`src/rtl/fsa_pkg.sv`:
```
// Package for the fixed step accumulator: widths, register indexes and shared structs.
`timescale 1ns / 1ps

package fsa_pkg;

    // Field widths fixed by the interface
    localparam int FRAME_W   = 32;
    localparam int STEP_W    = 32;
    localparam int MAXS_W    = 8;
    localparam int STEPS_W   = 8;
    localparam int BLEND_W   = 16;
    localparam int CFG_IDX_W = 4;
    localparam int CFG_DAT_W = 32;

    // Datapath sizing
    localparam int TIME_W    = 32;   // accumulator width, 16..48
    localparam int FRAC_W    = 16;   // fraction bits, 8..24
    localparam int SUM_W     = ((TIME_W > FRAME_W) ? TIME_W : FRAME_W) + 1;
    localparam int DIV_STEPS = TIME_W + FRAC_W;
    localparam int QUOT_W    = TIME_W + FRAC_W;
    localparam int CNT_W     = $clog2(DIV_STEPS);

    localparam logic [STEP_W-1:0] DEFAULT_STEP = STEP_W'(1092);
    localparam logic [MAXS_W-1:0] DEFAULT_MAXS = MAXS_W'(1);
    localparam logic [TIME_W-1:0] ACC_MAX      = {TIME_W{1'b1}};

    // Configuration register indexes
    localparam logic [CFG_IDX_W-1:0] REG_STEP_LENGTH = CFG_IDX_W'(0);
    localparam logic [CFG_IDX_W-1:0] REG_MAX_STEPS   = CFG_IDX_W'(1);

    typedef struct packed {
        logic start;
    } div_ctrl_t;

    typedef struct packed {
        logic busy;
        logic done;
    } div_stat_t;

endpackage

```
`src/rtl/fsa_cfg_regs.sv`:
```
// Configuration registers with zero-value fallbacks for step length and step limit.
`timescale 1ns / 1ps

module fsa_cfg_regs (
    input  logic                           clk,
    input  logic                           rst_n,
    input  logic                           cfg_valid,
    output logic                           cfg_ready,
    input  logic [fsa_pkg::CFG_IDX_W-1:0]  cfg_index,
    input  logic [fsa_pkg::CFG_DAT_W-1:0]  cfg_data,
    output logic [fsa_pkg::STEP_W-1:0]     step_eff,
    output logic [fsa_pkg::MAXS_W-1:0]     limit_eff
);

    logic [fsa_pkg::STEP_W-1:0] step_reg;
    logic [fsa_pkg::MAXS_W-1:0] maxs_reg;

    assign cfg_ready = 1'b1;

    always_ff @(posedge clk or negedge rst_n)
    begin
        if (!rst_n)
        begin
            step_reg <= fsa_pkg::DEFAULT_STEP;
            maxs_reg <= fsa_pkg::DEFAULT_MAXS;
        end
        else if (cfg_valid)
        begin
            case (cfg_index)
                fsa_pkg::REG_STEP_LENGTH: step_reg <= fsa_pkg::STEP_W'(cfg_data);
                fsa_pkg::REG_MAX_STEPS:   maxs_reg <= fsa_pkg::MAXS_W'(cfg_data);
                default:                  ;  // unmapped index, dropped
            endcase
        end
    end

    assign step_eff  = (step_reg != '0) ? step_reg : fsa_pkg::DEFAULT_STEP;
    assign limit_eff = (maxs_reg != '0) ? maxs_reg : fsa_pkg::MAXS_W'(1);

endmodule

```
`src/rtl/fsa_serial_div.sv`:
```
// Bit-serial restoring divider: one quotient bit per cycle, int_rem tapped after TIME_W bits.
`timescale 1ns / 1ps

module fsa_serial_div (
    input  logic                         clk,
    input  logic                         rst_n,
    input  fsa_pkg::div_ctrl_t           ctrl,
    input  logic [fsa_pkg::TIME_W-1:0]   dividend,
    input  logic [fsa_pkg::STEP_W-1:0]   divisor,
    output fsa_pkg::div_stat_t           stat,
    output logic [fsa_pkg::QUOT_W-1:0]   quotient,
    output logic [fsa_pkg::STEP_W-1:0]   int_rem
);

    logic                          busy_reg, busy_next;
    logic                          done_reg, done_next;
    logic [fsa_pkg::CNT_W-1:0]     cnt_reg, cnt_next;
    logic [fsa_pkg::QUOT_W-1:0]    dvd_reg, dvd_next;      // dividend out top, quotient in bottom
    logic [fsa_pkg::STEP_W-1:0]    rem_reg, rem_next;
    logic [fsa_pkg::STEP_W-1:0]    irem_reg, irem_next;
    logic [fsa_pkg::STEP_W:0]      rem_shift;
    logic [fsa_pkg::STEP_W:0]      rem_diff;
    logic                          qbit;

    assign rem_shift = {rem_reg, dvd_reg[fsa_pkg::QUOT_W-1]};
    assign rem_diff  = rem_shift - {1'b0, divisor};
    assign qbit      = !rem_diff[fsa_pkg::STEP_W];

    always_comb
    begin
        busy_next = busy_reg;
        done_next = 1'b0;
        cnt_next  = cnt_reg;
        dvd_next  = dvd_reg;
        rem_next  = rem_reg;
        irem_next = irem_reg;
        if (ctrl.start)
        begin
            busy_next = 1'b1;
            cnt_next  = '0;
            dvd_next  = {dividend, {fsa_pkg::FRAC_W{1'b0}}};
            rem_next  = '0;
        end
        else if (busy_reg)
        begin
            dvd_next = {dvd_reg[fsa_pkg::QUOT_W-2:0], qbit};
            rem_next = qbit ? rem_diff[fsa_pkg::STEP_W-1:0] : rem_shift[fsa_pkg::STEP_W-1:0];
            if (cnt_reg == fsa_pkg::CNT_W'(fsa_pkg::TIME_W - 1))
                irem_next = rem_next;
            if (cnt_reg == fsa_pkg::CNT_W'(fsa_pkg::DIV_STEPS - 1))
            begin
                busy_next = 1'b0;
                done_next = 1'b1;
            end
            else
                cnt_next = cnt_reg + 1'b1;
        end
    end

    always_ff @(posedge clk or negedge rst_n)
    begin
        if (!rst_n)
        begin
            busy_reg <= 1'b0;
            done_reg <= 1'b0;
            cnt_reg  <= '0;
        end
        else
        begin
            busy_reg <= busy_next;
            done_reg <= done_next;
            cnt_reg  <= cnt_next;
        end
    end

    always_ff @(posedge clk)
    begin
        dvd_reg  <= dvd_next;
        rem_reg  <= rem_next;
        irem_reg <= irem_next;
    end

    assign stat.busy = busy_reg;
    assign stat.done = done_reg;
    assign quotient  = dvd_reg;
    assign int_rem   = irem_reg;

endmodule

```
`src/rtl/fixed_step_accumulator_core.sv`:
```
// Top level of the fixed step accumulator: accumulate, serial divide, clamp and deliver.
`timescale 1ns / 1ps
//
//  channel | signals                                   | dir | beat moves
//  --------+-------------------------------------------+-----+---------------------------
//  in      | in_valid, in_ready, frame_time            | in  | one elapsed frame time
//  out     | out_valid, out_ready, steps_taken,        | out | step count and blend
//          | blend_fraction                            |     | fraction for one frame
//  cfg     | cfg_valid, cfg_ready, cfg_index, cfg_data | in  | one register write
//
//  An input beat reaches the output register in steps: the divider is loaded with the
//  saturated sum at the accept edge, the bit-serial divider runs to its done pulse, and
//  the finish state writes the result once the output is free. A new beat is taken only
//  after the finish state has returned to idle.
//  Reset is asynchronous, active low; it clears the accumulator and loads default config.
//  in_ready drops while an item is at work; a result waiting on out_ready does not block
//  the next input, only the finish of the item after it. cfg_ready is always high.
//
//  The divider computes (acc << FRAC_W) / step in one pass. Its upper quotient bits are
//  the whole steps available; if that exceeds the limit, the limit is taken and the
//  leftover (still at least one step) is dropped, so the accumulator and fraction clear.
//  Otherwise the integer remainder is the new accumulator and the low bits the fraction.

module fixed_step_accumulator_core (
    input  logic                           clk,
    input  logic                           rst_n,
    input  logic                           in_valid,
    output logic                           in_ready,
    input  logic signed [fsa_pkg::FRAME_W-1:0] frame_time,
    output logic                           out_valid,
    input  logic                           out_ready,
    output logic [fsa_pkg::STEPS_W-1:0]    steps_taken,
    output logic [fsa_pkg::BLEND_W-1:0]    blend_fraction,
    input  logic                           cfg_valid,
    output logic                           cfg_ready,
    input  logic [fsa_pkg::CFG_IDX_W-1:0]  cfg_index,
    input  logic [fsa_pkg::CFG_DAT_W-1:0]  cfg_data
);

    typedef enum logic [2:0] {
        ST_IDLE   = 3'b001,
        ST_DIVIDE = 3'b010,
        ST_FINISH = 3'b100
    } state_t;

    state_t                          state_reg, state_next;
    logic [fsa_pkg::TIME_W-1:0]      acc_reg, acc_next;
    logic                            ovld_reg, ovld_next;
    logic [fsa_pkg::STEPS_W-1:0]     steps_reg, steps_next;
    logic [fsa_pkg::BLEND_W-1:0]     blend_reg, blend_next;

    logic [fsa_pkg::STEP_W-1:0]      step_eff;
    logic [fsa_pkg::MAXS_W-1:0]      limit_eff;

    fsa_pkg::div_ctrl_t              div_ctrl;
    fsa_pkg::div_stat_t              div_stat;
    logic [fsa_pkg::QUOT_W-1:0]      quotient;
    logic [fsa_pkg::STEP_W-1:0]      int_rem;

    logic                            in_fire;
    logic                            positive;
    logic [fsa_pkg::SUM_W-1:0]       sum;
    logic [fsa_pkg::TIME_W-1:0]      acc_sat;
    logic [fsa_pkg::TIME_W-1:0]      whole_steps;
    logic                            over_limit;
    logic                            out_free;

    fsa_cfg_regs u_cfg (
        .clk       (clk),
        .rst_n     (rst_n),
        .cfg_valid (cfg_valid),
        .cfg_ready (cfg_ready),
        .cfg_index (cfg_index),
        .cfg_data  (cfg_data),
        .step_eff  (step_eff),
        .limit_eff (limit_eff)
    );

    fsa_serial_div u_div (
        .clk      (clk),
        .rst_n    (rst_n),
        .ctrl     (div_ctrl),
        .dividend (acc_sat),
        .divisor  (step_eff),
        .stat     (div_stat),
        .quotient (quotient),
        .int_rem  (int_rem)
    );

    assign in_ready = (state_reg == ST_IDLE);
    assign in_fire  = in_valid && in_ready;
    assign out_free = !ovld_reg || out_ready;

    // Only strictly positive frame times add; the sum saturates at full scale.
    assign positive = (frame_time != '0) && !frame_time[fsa_pkg::FRAME_W-1];
    assign sum      = fsa_pkg::SUM_W'(acc_reg)
                    + (positive ? fsa_pkg::SUM_W'($unsigned(frame_time)) : '0);
    assign acc_sat  = (sum > fsa_pkg::SUM_W'(fsa_pkg::ACC_MAX))
                    ? fsa_pkg::ACC_MAX : fsa_pkg::TIME_W'(sum);

    assign div_ctrl.start = in_fire;

    assign whole_steps = quotient[fsa_pkg::QUOT_W-1:fsa_pkg::FRAC_W];
    assign over_limit  = whole_steps > fsa_pkg::TIME_W'(limit_eff);

    always_comb
    begin
        state_next = state_reg;
        acc_next   = acc_reg;
        ovld_next  = ovld_reg;
        steps_next = steps_reg;
        blend_next = blend_reg;
        if (ovld_reg && out_ready)
            ovld_next = 1'b0;
        case (state_reg)
            ST_IDLE:
            begin
                if (in_fire)
                    state_next = ST_DIVIDE;
            end
            ST_DIVIDE:
            begin
                if (div_stat.done)
                    state_next = ST_FINISH;
            end
            ST_FINISH:
            begin
                if (out_free)
                begin
                    ovld_next = 1'b1;
                    if (over_limit)
                    begin
                        acc_next   = '0;
                        steps_next = fsa_pkg::STEPS_W'(limit_eff);
                        blend_next = '0;
                    end
                    else
                    begin
                        acc_next   = fsa_pkg::TIME_W'(int_rem);
                        steps_next = fsa_pkg::STEPS_W'(whole_steps);
                        blend_next = fsa_pkg::BLEND_W'(quotient[fsa_pkg::FRAC_W-1:0]);
                    end
                    state_next = ST_IDLE;
                end
            end
            default:
                state_next = ST_IDLE;
        endcase
    end

    always_ff @(posedge clk or negedge rst_n)
    begin
        if (!rst_n)
        begin
            state_reg <= ST_IDLE;
            acc_reg   <= '0;
            ovld_reg  <= 1'b0;
        end
        else
        begin
            state_reg <= state_next;
            acc_reg   <= acc_next;
            ovld_reg  <= ovld_next;
        end
    end

    always_ff @(posedge clk)
    begin
        steps_reg <= steps_next;
        blend_reg <= blend_next;
    end

    assign out_valid      = ovld_reg;
    assign steps_taken    = steps_reg;
    assign blend_fraction = blend_reg;

endmodule
```
`config.mk`:
```
export PLATFORM = sky130hd
export DESIGN_NAME = fixed_step_accumulator_core
export DESIGN_NICKNAME = d
export VERILOG_FILES = /design/src/rtl/fsa_pkg.sv /design/src/rtl/fsa_cfg_regs.sv /design/src/rtl/fsa_serial_div.sv /design/src/rtl/fixed_step_accumulator_core.sv
export SDC_FILE = /design/constraint.sdc
export NUM_CORES = 1
export LEC_CHECK = 0
export ABC_AREA = 1
export BUFFER_PORTS_ARGS = -buffer_cell sky130_fd_sc_hd__clkbuf_2
export CAP_MARGIN = 15
export CORE_MARGIN = 3
export CORE_UTILIZATION = 56
export DETAILED_ROUTE_END_ITERATION = 16
export HOLD_SLACK_MARGIN = 0.08
export PLACE_DENSITY_LB_ADDON = 0.15
export SETUP_SLACK_MARGIN = 0.15
export SLEW_MARGIN = 20
export SYNTH_ARGS = -nofsm -noshare
export SYNTH_HDL_FRONTEND = slang
export SYNTH_SLANG_ARGS = --single-unit
```
`constraint.sdc`:
```
create_clock -name clk -period 4.2 [get_ports clk]
set_input_delay 0.21 -clock clk [delete_from_list [all_inputs] [get_ports clk]]
set_output_delay 0.21 -clock clk [all_outputs]
set_load 0.01 [all_outputs]
```
==> flow_summary.yaml <==
sta:
  finClkSkew_ps: 16.03
  grt_setup_unrepaired: "false"
  setup_viol: 0
  slew_headroom_pct: 22.90
  hold_viol: 0
  tns_ps: 0
  fmax_mhz: 287.4
  tightest_slew_ps: 1156
  final_max_slew_viol_count: 0
  period_share_pct: 82.84
  min_period_ps: 3479
synth:
  yosysTopAreaCell: "edfxtp_1"
  synth_top_family_by_area: "simple AND/OR/NAND/NOR gates"
  synth_ff_type: "edfxtp_1"
  syn_area_per_cell_um2: 7.097
  synth_nets: 2178
  yosysMostFrequentCell: "nand2_1"
  ys_top_cells_by_area: "edfxtp_1 18%, nand2_1 16%, dfrtp_1 14%, inv_1 8.8%, dfxtp_1 6.7%"
  synth_fa_ha_area_share_pct: 6.617
  yosys-top-cells-count: "618 x nand2_1, 336 x inv_1, 183 x nor2_1"
  synth-seq-cells: 220
  netlist_area_mm2: 0.01441
  postSynthCellCount: 2030
  synth.distinct_cells: 49
  synthXorXnorAreaFrac_pct: 1.641
  yosysSeqAreaShare_pct: 39.64
  synth_top_area_share_pct: 18.34
  synthMuxAreaShare_pct: 0.07816
  synth-simple-area-share_pct: 31.80
  synth_compound_area_share_pct: 9.527
  async_flop_share_pct: 38.18
  synth-edff-count: 88
  ys_warn_count: 0
routing:
  avgRoutedWirePerCell_um: 16.04
  first_iter_violations: 980
  ant_nets: 0
  avgViaCountPerCell: 5.279
  wl_mm: 40.10
  drt_pass1_iterations: 5
  vias: 13200
  drc: 0
worst_setup_path:
  crit_family: "simple AND/OR/NAND/NOR gates"
  arrival_ps: 3760
  crit_fanout: 7
  worstPathBufferInverterCount: 0
  cp_common_cell: "nand2_1"
  r2r_start: "u_cfg.step_reg[9]"
  reg2reg_slack_ps: 720
  reg2reg_depth: 17
  cp_slowest_stage_delay_ps: 510
  required_ps: 4480
  crit_chain: "nor4_1 > nand4_1 > nor2_1 > nor2_1 > ha_1 > nand2_1 > nor2_1 > nand2_1 > nand3_1 > nand2_1 > nand2_1 > nand2_1 > nand2_1 > nand2_1 > nand2_1 > nand2_1 > and2_1"
  setup.worst_path.start_class: "flip-flop"
  endpoint_kind: "flip-flop"
  worstSetupPathType: "flip-flop to flip-flop"
  reg2reg_to: "u_div.int_rem[30]"
  crit_slowest_cell: "nor4_1"
placement:
  port_buffers: 98
  dp_hpwl_mm: 31.25
  place_inst: 2421
  gp_congestion: 1.039
power:
  p_leak_nw: 8.295
  power_density_mw_per_mm2: 652.0
  vdd_drop_max_uv: 454.1
floorplanning:
  dieArea_mm2: 0.02769
  die_x_um: 166.4
  rows: 58
  ios: 100
  start_util_pct: 57.05
  die_h_um: 166.4
  core_mm2: 0.02525
clocking:
  cts_root_buf: "clkbuf_16"
  clock-sinks: 220
  cts-buffers-inserted: 24
  cts_max_level: 1
  cts_tree: "done"
  path_clk_slew_ps: 60
  clk_path_buf_depth: 3
  cts_resized: 0
  post_cts_buffers: 0
  clk_latency_ps: 520
global_routing:
  grtUsageMet1_pct: 37.47
  grt_pass1_vias: 12760
  grt_pass1_wl_mm: 64.66
  use_met3_pct: 3.071
  grt_busiest_layer: "met2"
  grtUsageTotal_pct: 28.58
  grt_max_degree: 85
  gr-total-overflow: 0
  antenna_found_initial: 0
  grtUsageMet2_pct: 48.10
cells_and_area:
  fin_nets: 2300
  drive_gt1_share_pct: 9.677
  area_delta_synth_final_pct: 13.62
  fillers: 2291
  diodes: 0
  largest_reg_flops: 48
  fin_cells: 2500
job:
  maxCapViolations: 0
min_path:
  min_path_type: "input pin to asynchronous set/reset pin"
run_status:
  outcome: "complete, no violations"
power breakdown:
group          leakage [nW]  internal [mW]  switching, mW  total (mW)
clock                 0.411           1.35          0.865        2.22
sequential             2.30           2.97          0.439        3.41
combinational          5.59           1.81           3.23        5.04
worst register-to-register path, delay by kind of cell (launching register included):
family	cells	cell delay [ps]
DFF	1	370
and+or+nand+nor	16	2470
adders and majority gates	1	420
metrics by stage:
| step | total power, mW | instance area, um^2 | hold slack (ps) | worst slack (ps) | utilization, % |
|---|---|---|---|---|---|
| floorplan | 7.060 | 14410 | -85.59 | 1120 | - |
| finish | 10.67 | 16370 | 260.5 | 720.7 | 64.82 |
| detailed placement | 8.376 | 15180 | 416.7 | 267.6 | 60.10 |
| global placement | 8.275 | 15180 | 415.6 | 422.7 | 60.10 |
| global route | 11.51 | 16370 | 328.7 | 345.3 | 64.82 |
| CTS | 10.65 | 16370 | 274.0 | 759.8 | 64.80 |
logic make-up after synthesis:
group	Yosys count
flops	220
mux	1
compound gates	249
xor+xnor	27
fa+ha+maj	75
simple gates	1068
buf+inv	388
other cells	2
repair_timing:
| item | CTS | global route |
|---|---|---|
| hold buffers | 35 | 0 |
| setup endpoints to repair | 0 | 0 |
| endpoints found under the hold margin | 122 | 0 |
cell type report:
cell class	count	area, um^2	share of cell area [%]
Inverter	338	1269	7.751
Clock inverter	7	86.33	0.5274
Tap cell	330	412.9	2.522
Timing Repair Buffer	146	944.7	5.771
Multi-Input combinational cell	1422	7193	43.94
Sequential cell	220	5712	34.89
Clock buffer	37	752.0	4.594
worst max-delay path by stage:
| stage | startpoint | to | cells after the start |
|---|---|---|---|
| after floorplan | state_reg[2] | u_div.int_rem[0] | 6 |
| after global placement | frame_time[31] | u_div.quotient[36] | 17 |
| after detailed placement | frame_time[31] | u_div.quotient[36] | 19 |
| after CTS | u_cfg.step_reg[9] | u_div.int_rem[30] | 17 |
| after global routing | u_cfg.step_reg[9] | u_div.int_rem[29] | 17 |
| final | u_cfg.step_reg[9] | u_div.int_rem[30] | 17 |
per-layer routing:
metal / share of wire (%) / wire length, um
met5: 0 / 0
met4: 4.7 / 1882
met3: 5.8 / 2307
met2: 47 / 18830
met1: 43 / 17090
placed cells by master, fill, tap and decap left out, types with 3 or more instances in the layout:
master / synthesis / routed
nand2_1: 618 / 618
inv_1: 336 / 336
nor2_1: 183 / 179
a21oi_1: 137 / 137
nand3_1: 127 / 127
clkbuf_2: 0 / 97
edfxtp_1: 88 / 88
dfrtp_1: 79 / 79
ha_1: 73 / 73
o21ai_0: 67 / 67
dfxtp_1: 48 / 48
and2_1: 39 / 39
dlygate4sd3_1: 0 / 35
clkbuf_16: 0 / 26
xnor2_1: 24 / 24
nor4_1: 24 / 23
nand2_2: 19 / 19
nand4_1: 16 / 16
o22ai_1: 16 / 16
nor3_1: 15 / 15
buf_4: 6 / 13
nand3b_1: 11 / 11
o21ai_2: 11 / 11
o21bai_1: 8 / 8
nor2_2: 4 / 7
nand2_4: 6 / 6
clkbuf_8: 0 / 6
clkbuf_1: 31 / 5
dfstp_2: 5 / 5
xor2_1: 3 / 3
clkinv_2: 0 / 3
(Power assumes the default switching activity.)
